--- src/hw/rtl/flc_pkg.sv ---
// Package of shared types and constants for the fully associative LRU cache model.
package flc_pkg;

    localparam int LINE_SIZE_BYTES = 64;
    localparam int NUM_LINES       = 64;
    localparam int ADDRESS_BITS    = 32;

    // Fixed widths of the beat fields.
    localparam int IN_ADDR_W = 32;
    localparam int EVICT_W   = 26;
    localparam int COUNT_W   = 32;

    // Only the low ADDRESS_BITS of the 32-bit address take part; line size is a power of two.
    localparam int ADDR_USED   = (ADDRESS_BITS < IN_ADDR_W) ? ADDRESS_BITS : IN_ADDR_W;
    localparam int OFFSET_BITS = $clog2(LINE_SIZE_BYTES);
    localparam int TAG_W       = ADDR_USED - OFFSET_BITS;

    localparam logic CMD_ACCESS = 1'b0;
    localparam logic CMD_CLEAR  = 1'b1;

    typedef logic [TAG_W-1:0] t_tag;

    typedef struct packed {
        logic                 command;
        logic [IN_ADDR_W-1:0] byte_address;
    } t_in_item;

    typedef struct packed {
        logic               hit;
        logic               evicted_valid;
        logic [EVICT_W-1:0] evicted_line;
        logic [COUNT_W-1:0] misses_so_far;
    } t_out_item;

    // Lookup token that walks the cell chain: the line searched for and the line pushed down.
    typedef struct packed {
        logic active;
        t_tag key;
        t_tag carry;
    } t_tok;

    // What a cell reports while the token sits at its input.
    typedef struct packed {
        logic stop;
        logic hit;
    } t_cell_st;

endpackage

--- src/hw/rtl/fully_associative_lru_cache_model_core.sv ---
// A clear beat writes its result into the output register when it is accepted.
// An access sends a lookup token down the chain; it stops at the line on a hit or at the first
// free entry on a miss, and a miss on a full cache walks the whole chain and evicts the tail line.
// One item is in flight at a time: the lookup token walks the chain one cell
// per cycle, so the chain length sets the worst case. Reset (synchronous, active low) empties
// every entry, zeroes the miss count and leaves the output channel empty.
module fully_associative_lru_cache_model_core
    import flc_pkg::*;
(
    input  logic      i_clk,
    input  logic      i_rst_n,
    input  logic      i_in_valid,
    output logic      o_in_stall,
    input  t_in_item  i_in_item,
    output logic      o_out_valid,
    input  logic      i_out_stall,
    output t_out_item o_out_item
);

    localparam logic ST_IDLE = 1'b0;
    localparam logic ST_BUSY = 1'b1;

    // Controller state and the registered token fed to the head of the chain.
    logic               r_state, n_state;
    t_tok               r_tok0;
    logic [COUNT_W-1:0] r_miss, n_miss;
    logic               r_ov;
    t_out_item          r_out, n_out;
    logic               load;

    // The chain: tok[i] enters cell i, tok[NUM_LINES] leaves the tail as an evicted line.
    t_tok                 tok [NUM_LINES+1];
    t_cell_st             st  [NUM_LINES];
    logic [NUM_LINES-1:0] stop_vec;
    logic [NUM_LINES-1:0] hit_vec;
    logic [NUM_LINES:0]   act_vec;

    logic accept;
    logic clear;
    logic stop_any;
    logic hit_any;
    logic evict;
    logic done;
    t_tag line_in;

    // The input is taken only in idle with the output register free by this edge, so a
    // finishing lookup always finds room for its result.
    assign o_in_stall = (r_state != ST_IDLE) || (r_ov && i_out_stall);
    assign accept     = i_in_valid && !o_in_stall;
    assign clear      = accept && (i_in_item.command == CMD_CLEAR);
    assign line_in    = i_in_item.byte_address[ADDR_USED-1:OFFSET_BITS];

    assign tok[0] = r_tok0;

    for (genvar g = 0; g < NUM_LINES; g++) begin : g_cell
        flc_cell u_cell (
            .i_clk   (i_clk),
            .i_rst_n (i_rst_n),
            .i_clear (clear),
            .i_tok   (tok[g]),
            .o_tok   (tok[g+1]),
            .o_st    (st[g])
        );
        assign stop_vec[g] = st[g].stop;
        assign hit_vec[g]  = st[g].hit;
        assign act_vec[g]  = tok[g].active;
    end
    assign act_vec[NUM_LINES] = tok[NUM_LINES].active;

    // Only one cell holds the token at a time, so a plain OR picks out its report.
    assign stop_any = |stop_vec;
    assign hit_any  = |hit_vec;
    assign evict    = tok[NUM_LINES].active;
    assign done     = (r_state == ST_BUSY) && (stop_any || evict);

    always_comb begin
        n_state = r_state;
        n_miss  = r_miss;
        n_out   = r_out;
        load    = 1'b0;
        unique case (r_state)
            ST_IDLE: begin
                if (clear) begin
                    n_miss = '0;
                    n_out  = '0;
                    load   = 1'b1;
                end else if (accept) begin
                    n_state = ST_BUSY;
                end
            end
            ST_BUSY: begin
                if (done) begin
                    // A miss counts one, saturating at the top of the counter.
                    if (!hit_any && (r_miss != {COUNT_W{1'b1}})) begin
                        n_miss = r_miss + COUNT_W'(1);
                    end
                    n_out.hit           = hit_any;
                    n_out.evicted_valid = evict;
                    n_out.evicted_line  = evict ? EVICT_W'(tok[NUM_LINES].carry) : '0;
                    n_out.misses_so_far = (!hit_any && (r_miss != {COUNT_W{1'b1}}))
                                          ? r_miss + COUNT_W'(1) : r_miss;
                    load    = 1'b1;
                    n_state = ST_IDLE;
                end
            end
            default: begin
                n_state = ST_IDLE;
            end
        endcase
    end

    always_ff @(posedge i_clk) begin
        if (!i_rst_n) begin
            r_state      <= ST_IDLE;
            r_tok0.active <= 1'b0;
            r_miss       <= '0;
            r_ov         <= 1'b0;
        end else begin
            r_state       <= n_state;
            r_tok0.active <= accept && (i_in_item.command == CMD_ACCESS);
            r_miss        <= n_miss;
            if (load) begin
                r_ov <= 1'b1;
            end else if (!i_out_stall) begin
                r_ov <= 1'b0;
            end
        end
    end

    // The new line enters the head of the stack as both search key and pushed line.
    always_ff @(posedge i_clk) begin
        if (accept) begin
            r_tok0.key   <= line_in;
            r_tok0.carry <= line_in;
        end
        if (load) begin
            r_out <= n_out;
        end
    end

    assign o_out_valid = r_ov;
    assign o_out_item  = r_out;

    // A result is only ever written into a free or draining output register.
    a_no_overwrite: assert property (@(posedge i_clk) disable iff (!i_rst_n)
        load |-> (!r_ov || !i_out_stall))
        else $error("result written over a beat still waiting");

    // At most one lookup token is anywhere in the chain.
    a_one_token: assert property (@(posedge i_clk) disable iff (!i_rst_n)
        $onehot0(act_vec))
        else $error("more than one token in the cell chain");

    // While idle the chain carries no token.
    a_idle_empty: assert property (@(posedge i_clk) disable iff (!i_rst_n)
        (r_state == ST_IDLE) |-> (act_vec == '0))
        else $error("token in the chain while idle");

    // An accepted access starts a lookup: the controller turns busy and stalls the input.
    a_busy_after_access: assert property (@(posedge i_clk) disable iff (!i_rst_n)
        (accept && (i_in_item.command == CMD_ACCESS)) |=> (r_state == ST_BUSY) && o_in_stall)
        else $error("access accepted without starting a lookup");

endmodule

--- src/hw/rtl/flc_cell.sv ---
// One entry of the recency-ordered line stack, passing the lookup token to its neighbour.
module flc_cell
    import flc_pkg::*;
(
    input  logic     i_clk,
    input  logic     i_rst_n,
    input  logic     i_clear,
    input  t_tok     i_tok,
    output t_tok     o_tok,
    output t_cell_st o_st
);

    logic r_valid;
    t_tag r_tag;
    t_tok r_tok;
    logic match;

    assign match = r_valid && (r_tag == i_tok.key);

    always_comb begin
        o_st.hit  = i_tok.active && match;
        o_st.stop = i_tok.active && (match || !r_valid);
    end

    always_ff @(posedge i_clk) begin
        if (!i_rst_n) begin
            r_valid      <= 1'b0;
            r_tok.active <= 1'b0;
        end else begin
            if (i_clear) begin
                r_valid <= 1'b0;
            end else if (i_tok.active) begin
                r_valid <= 1'b1;
            end
            r_tok.active <= i_tok.active && r_valid && !match;
        end
    end

    // The entry takes the line pushed down from above; its old line moves on.
    always_ff @(posedge i_clk) begin
        if (i_tok.active) begin
            r_tag       <= i_tok.carry;
            r_tok.key   <= i_tok.key;
            r_tok.carry <= r_tag;
        end
    end

    assign o_tok = r_tok;

endmodule
--- config.mk ---
export PLATFORM = sky130hd
export DESIGN_NAME = fully_associative_lru_cache_model_core
export DESIGN_NICKNAME = d
export VERILOG_FILES = /design/src/hw/rtl/flc_pkg.sv /design/src/hw/rtl/fully_associative_lru_cache_model_core.sv /design/src/hw/rtl/flc_cell.sv
export SDC_FILE = /design/constraint.sdc
export NUM_CORES = 2
export LEC_CHECK = 0
export ABC_CLOCK_PERIOD_IN_PS = 7400
export BUFFER_PORTS_ARGS = -buffer_cell sky130_fd_sc_hd__buf_2
export CAP_MARGIN = 30
export CORE_MARGIN = 5
export CORE_UTILIZATION = 47
export DETAILED_ROUTE_END_ITERATION = 10
export PLACE_DENSITY = 0.67
export SLEW_MARGIN = 40
export SYNTH_ARGS = -nofsm -noshare
export SYNTH_HDL_FRONTEND = slang
export SYNTH_SLANG_ARGS = --single-unit
--- constraint.sdc ---
create_clock -name i_clk -period 7.4 [get_ports i_clk]
set_clock_uncertainty 0.05 [all_clocks]
set_input_delay 0 -clock i_clk [delete_from_list [all_inputs] [get_ports i_clk]]
set_output_delay 0 -clock i_clk [all_outputs]
set_load 0.05 [all_outputs]
==> results.cfg <==
[cells_and_area]
layout_common_cells = edfxtp_1, xnor2_1, xor2_1
syn2layout_area_growth_pct = 13.6
drive_above_1_share_pct = 10.6
final_core_util_pct = 53.7
final_common_cell = edfxtp_1
fin_cells = 14500
final_nets = 9157
nFillCells = 28000

[global_route]
grt_max_degree = 83
antenna_found_initial = 20
grt_pass1_wl_um = 508000
grt.overflow.total = 0
track_usage_pct = 17.7
grt_pass1_vias = 76600

[timing]
setup_viol = 0
min_period_ps = 5190
fin_crit_sh_pct = 70.2
max_clock_freq_ghz = 0.193
setup_ws_ps = 2210
finalHoldViolCount = 0
tns_ps = 0
worst-slew-pin-transition_ps = 985
rsz0062_at_grt = false
slew_headroom_pct = 33.7
fin_hold_ws_ps = 223
final_max_slew_viol_count = 0

[floorplanning]
start_util_pct = 47.3
die_w_um = 625
die_h_um = 625
num_rows = 225
die_area_um2 = 391000
pin_count = 99
core_area_um2 = 376000

[drt]
first_pass_iters = 7
drtIter0Drc = 8370
drc = 0
post_drt_wl_per_cell_um = 24.2
routed-via-count = 76500
wl_um = 351000
viasPerCell = 5.27
antenna_left = 0

[setup_path]
critPathLaunch = g_cell[57].u_cell.o_tok[27]
end_kind = register
startpoint_type = register
rr_startpoint = g_cell[57].u_cell.o_tok[27]
r2r_cells = 10
path_max_fanout = 11
cp.arrival_ps = 5900
rrSetupSlack_ps = 2210
cpPeakStageDelay_ps = 880
cp_cell_sequence = xor2_1 -> nor4_1 -> nand3_1 -> o32ai_1 -> nor4_1 -> nand4_1 -> or4_1 -> or3_1 -> or3_1 -> a21oi_1
setup.worst_path.end = o_out_item[9]
crit_family = simple AND/OR/NAND/NOR gates
critPathBufInv = 0
crit_slowest_cell = or4_1
required_ps = 8110
cp.depth = 10
path_class = reg -> reg
r2r-end = o_out_item[9]

[synthesis]
synth_edf_count = 5026
ys_ff_latch = 5189
ys.flop_type = edfxtp_1
synth_nets = 8447
synthArstFlopShare_pct = 0
syn_inst = 8409
synth_warnings = 0
avgSynthCellArea_um2 = 21.1
netlist.area_leader.share_pct = 84.9
yosysTopAreaCell = edfxtp_1
synth_cell_types = 68
synthTopCellsByArea = edfxtp_1, xnor2_1, xor2_1
seq_area_frac_synth_pct = 86.7
syn_area_um2 = 178000

[place]
place_ws_ps = 2200
io_buffers = 92
gp_congestion = 0.949
dp_cells = 13600
dp_hpwl_um = 248000

[cts]
clk_transition_reported_paths_ps = 60
cts.root.buffer_cell = clkbuf_16
cts_tree = done
cts_sinks = 5189
cts_buffer_depth = 4
cts_inserted_buffers = 479
clk-insertion-delay-late_ps = 990
h-tree-depth = 5

[power]
combPwrFrac_pct = 0.4
irDropWorstVdd_mv = 0.222
power_density_nw_per_um2 = 275
internal_power_mw = 45.1
p_seq_share_pct = 57.1
power_leakage_nw = 62.5
switching_share_pct = 18.9
power.clock.fraction_pct = 42.5
switchingPower_mw = 10.5

[worst_hold_path]
hold_path.class = in -> reg

[flow_run]
cap_violations = 0

[outcome]
outcome = finished clean
[per-layer routing]
layer	vias up	wire [um]	GRT usage [%]
li1	34200	-	-
met2	3051	176000	29.9
met4	2	12100	5.59
met3	634	32400	4.41
met1	38700	130000	22.4
met5	-	13	0
[registers in the layout, summed over array words and instances, names as in the netlist]
signal	flops
r_miss	32
r_state	1
g_cell.u_cell.o_tok	3340
o_out_item	60
o_out_valid	1
r_tok0	26
g_cell.u_cell.r_valid	64
act_vec	1
g_cell.u_cell.r_tag	1664
[per-stage QoR]
stage | area [um2] | power [mW]
2_1_floorplan | 178000 | 32.5
3_3_place_gp | 186000 | 32.6
3_5_place_dp | 186000 | 32.6
4_1_cts | 202000 | 56.1
5_1_grt | 202000 | 57.4
6_report | 202000 | 55.6
[area by class of cell]
cell class	instances	area, um2	area share [%]
antenna	8	20.0	0.00991
tap	4994	6250	3.09
sequential	5189	154000	76.5
timing repair buffer	266	2200	1.09
clock inverter	280	2570	1.27
multi-input combinational	3102	23700	11.7
inverter	81	304	0.151
clock buffer	603	12600	6.22
[cells in the mapped netlist, types with 5 or more instances]
cell       count
nor2_1       107
o21ai_0       26
nand3_1       98
a21o_1         7
and4_1        24
a21oi_1       40
xnor2_1      849
o2111ai_1     10
or3_1         18
nor4_1       242
or2_2          7
inv_1         81
nor3b_1       25
clkbuf_1      34
nand2_1      115
dfxtp_1      163
o31a_1         6
o22ai_1       29
a2bb2oi_1      5
edfxtp_1    5026
o211ai_1       7
nand4_1      280
a211oi_1       6
and3_1        54
and2_1        28
nand2b_1       7
nor3_1       100
o31ai_1        5
o21a_1        68
or4_1         10
a31oi_1       20
a32oi_1       14
o32ai_1       10
xor2_1       829
o22a_1         7
[how the worst min path moves through the flow]
stage | from | to | slack (ps) | cells past startpoint
final | i_in_item[22] | r_tok0[16] | 220 | 3
after global routing | i_in_item[22] | r_tok0[16] | 160 | 3
after CTS | i_rst_n | g_cell[54].u_cell.o_tok[52] | 100 | 5
after detailed placement | i_in_item[17] | r_tok0[11] | 130 | 1
after global placement | i_in_item[24] | r_tok0[18] | 130 | 1
after floorplan | i_in_item[32] | act_vec[0] | 40 | 1
[tightest hold or removal path, cell delays in order]
cell	delay, ps
dlygate4sd3_1	510
buf_2	90
dlygate4sd3_1	520
[power groups by stage]
stage / Sequential, mW / Clock, mW / Combinational, mW
5_1_grt: 31.8 / 25.4 / 0.226
3_3_place_gp: 32.4 / 0 / 0.187
2_1_floorplan: 32.5 / 0 / 0.0673
6_report: 31.8 / 23.6 / 0.218
3_5_place_dp: 32.4 / 0 / 0.189
4_1_cts: 31.8 / 24.1 / 0.214
[kinds of logic after synthesis]
| family | after synthesis | synth area share [%] |
|---|---|---|
| simple gates | 1126 | 3.59 |
| flops | 5189 | 86.7 |
| fa+ha+maj | 1 | 0.00703 |
| buf+inv | 118 | 0.250 |
| mux | 2 | 0.0120 |
| compound gates | 295 | 1.18 |
| xor+xnor | 1678 | 8.26 |
[repair_timing]
| item | in CTS | in global routing |
|---|---|---|
| buffers inserted | 0 | 0 |
| endpoints found under the hold margin | 203 | 0 |
| hold buffers | 61 | 0 |
| gates resized for setup | 0 | 0 |
Note: power is estimated with default switching activity, not from simulation.
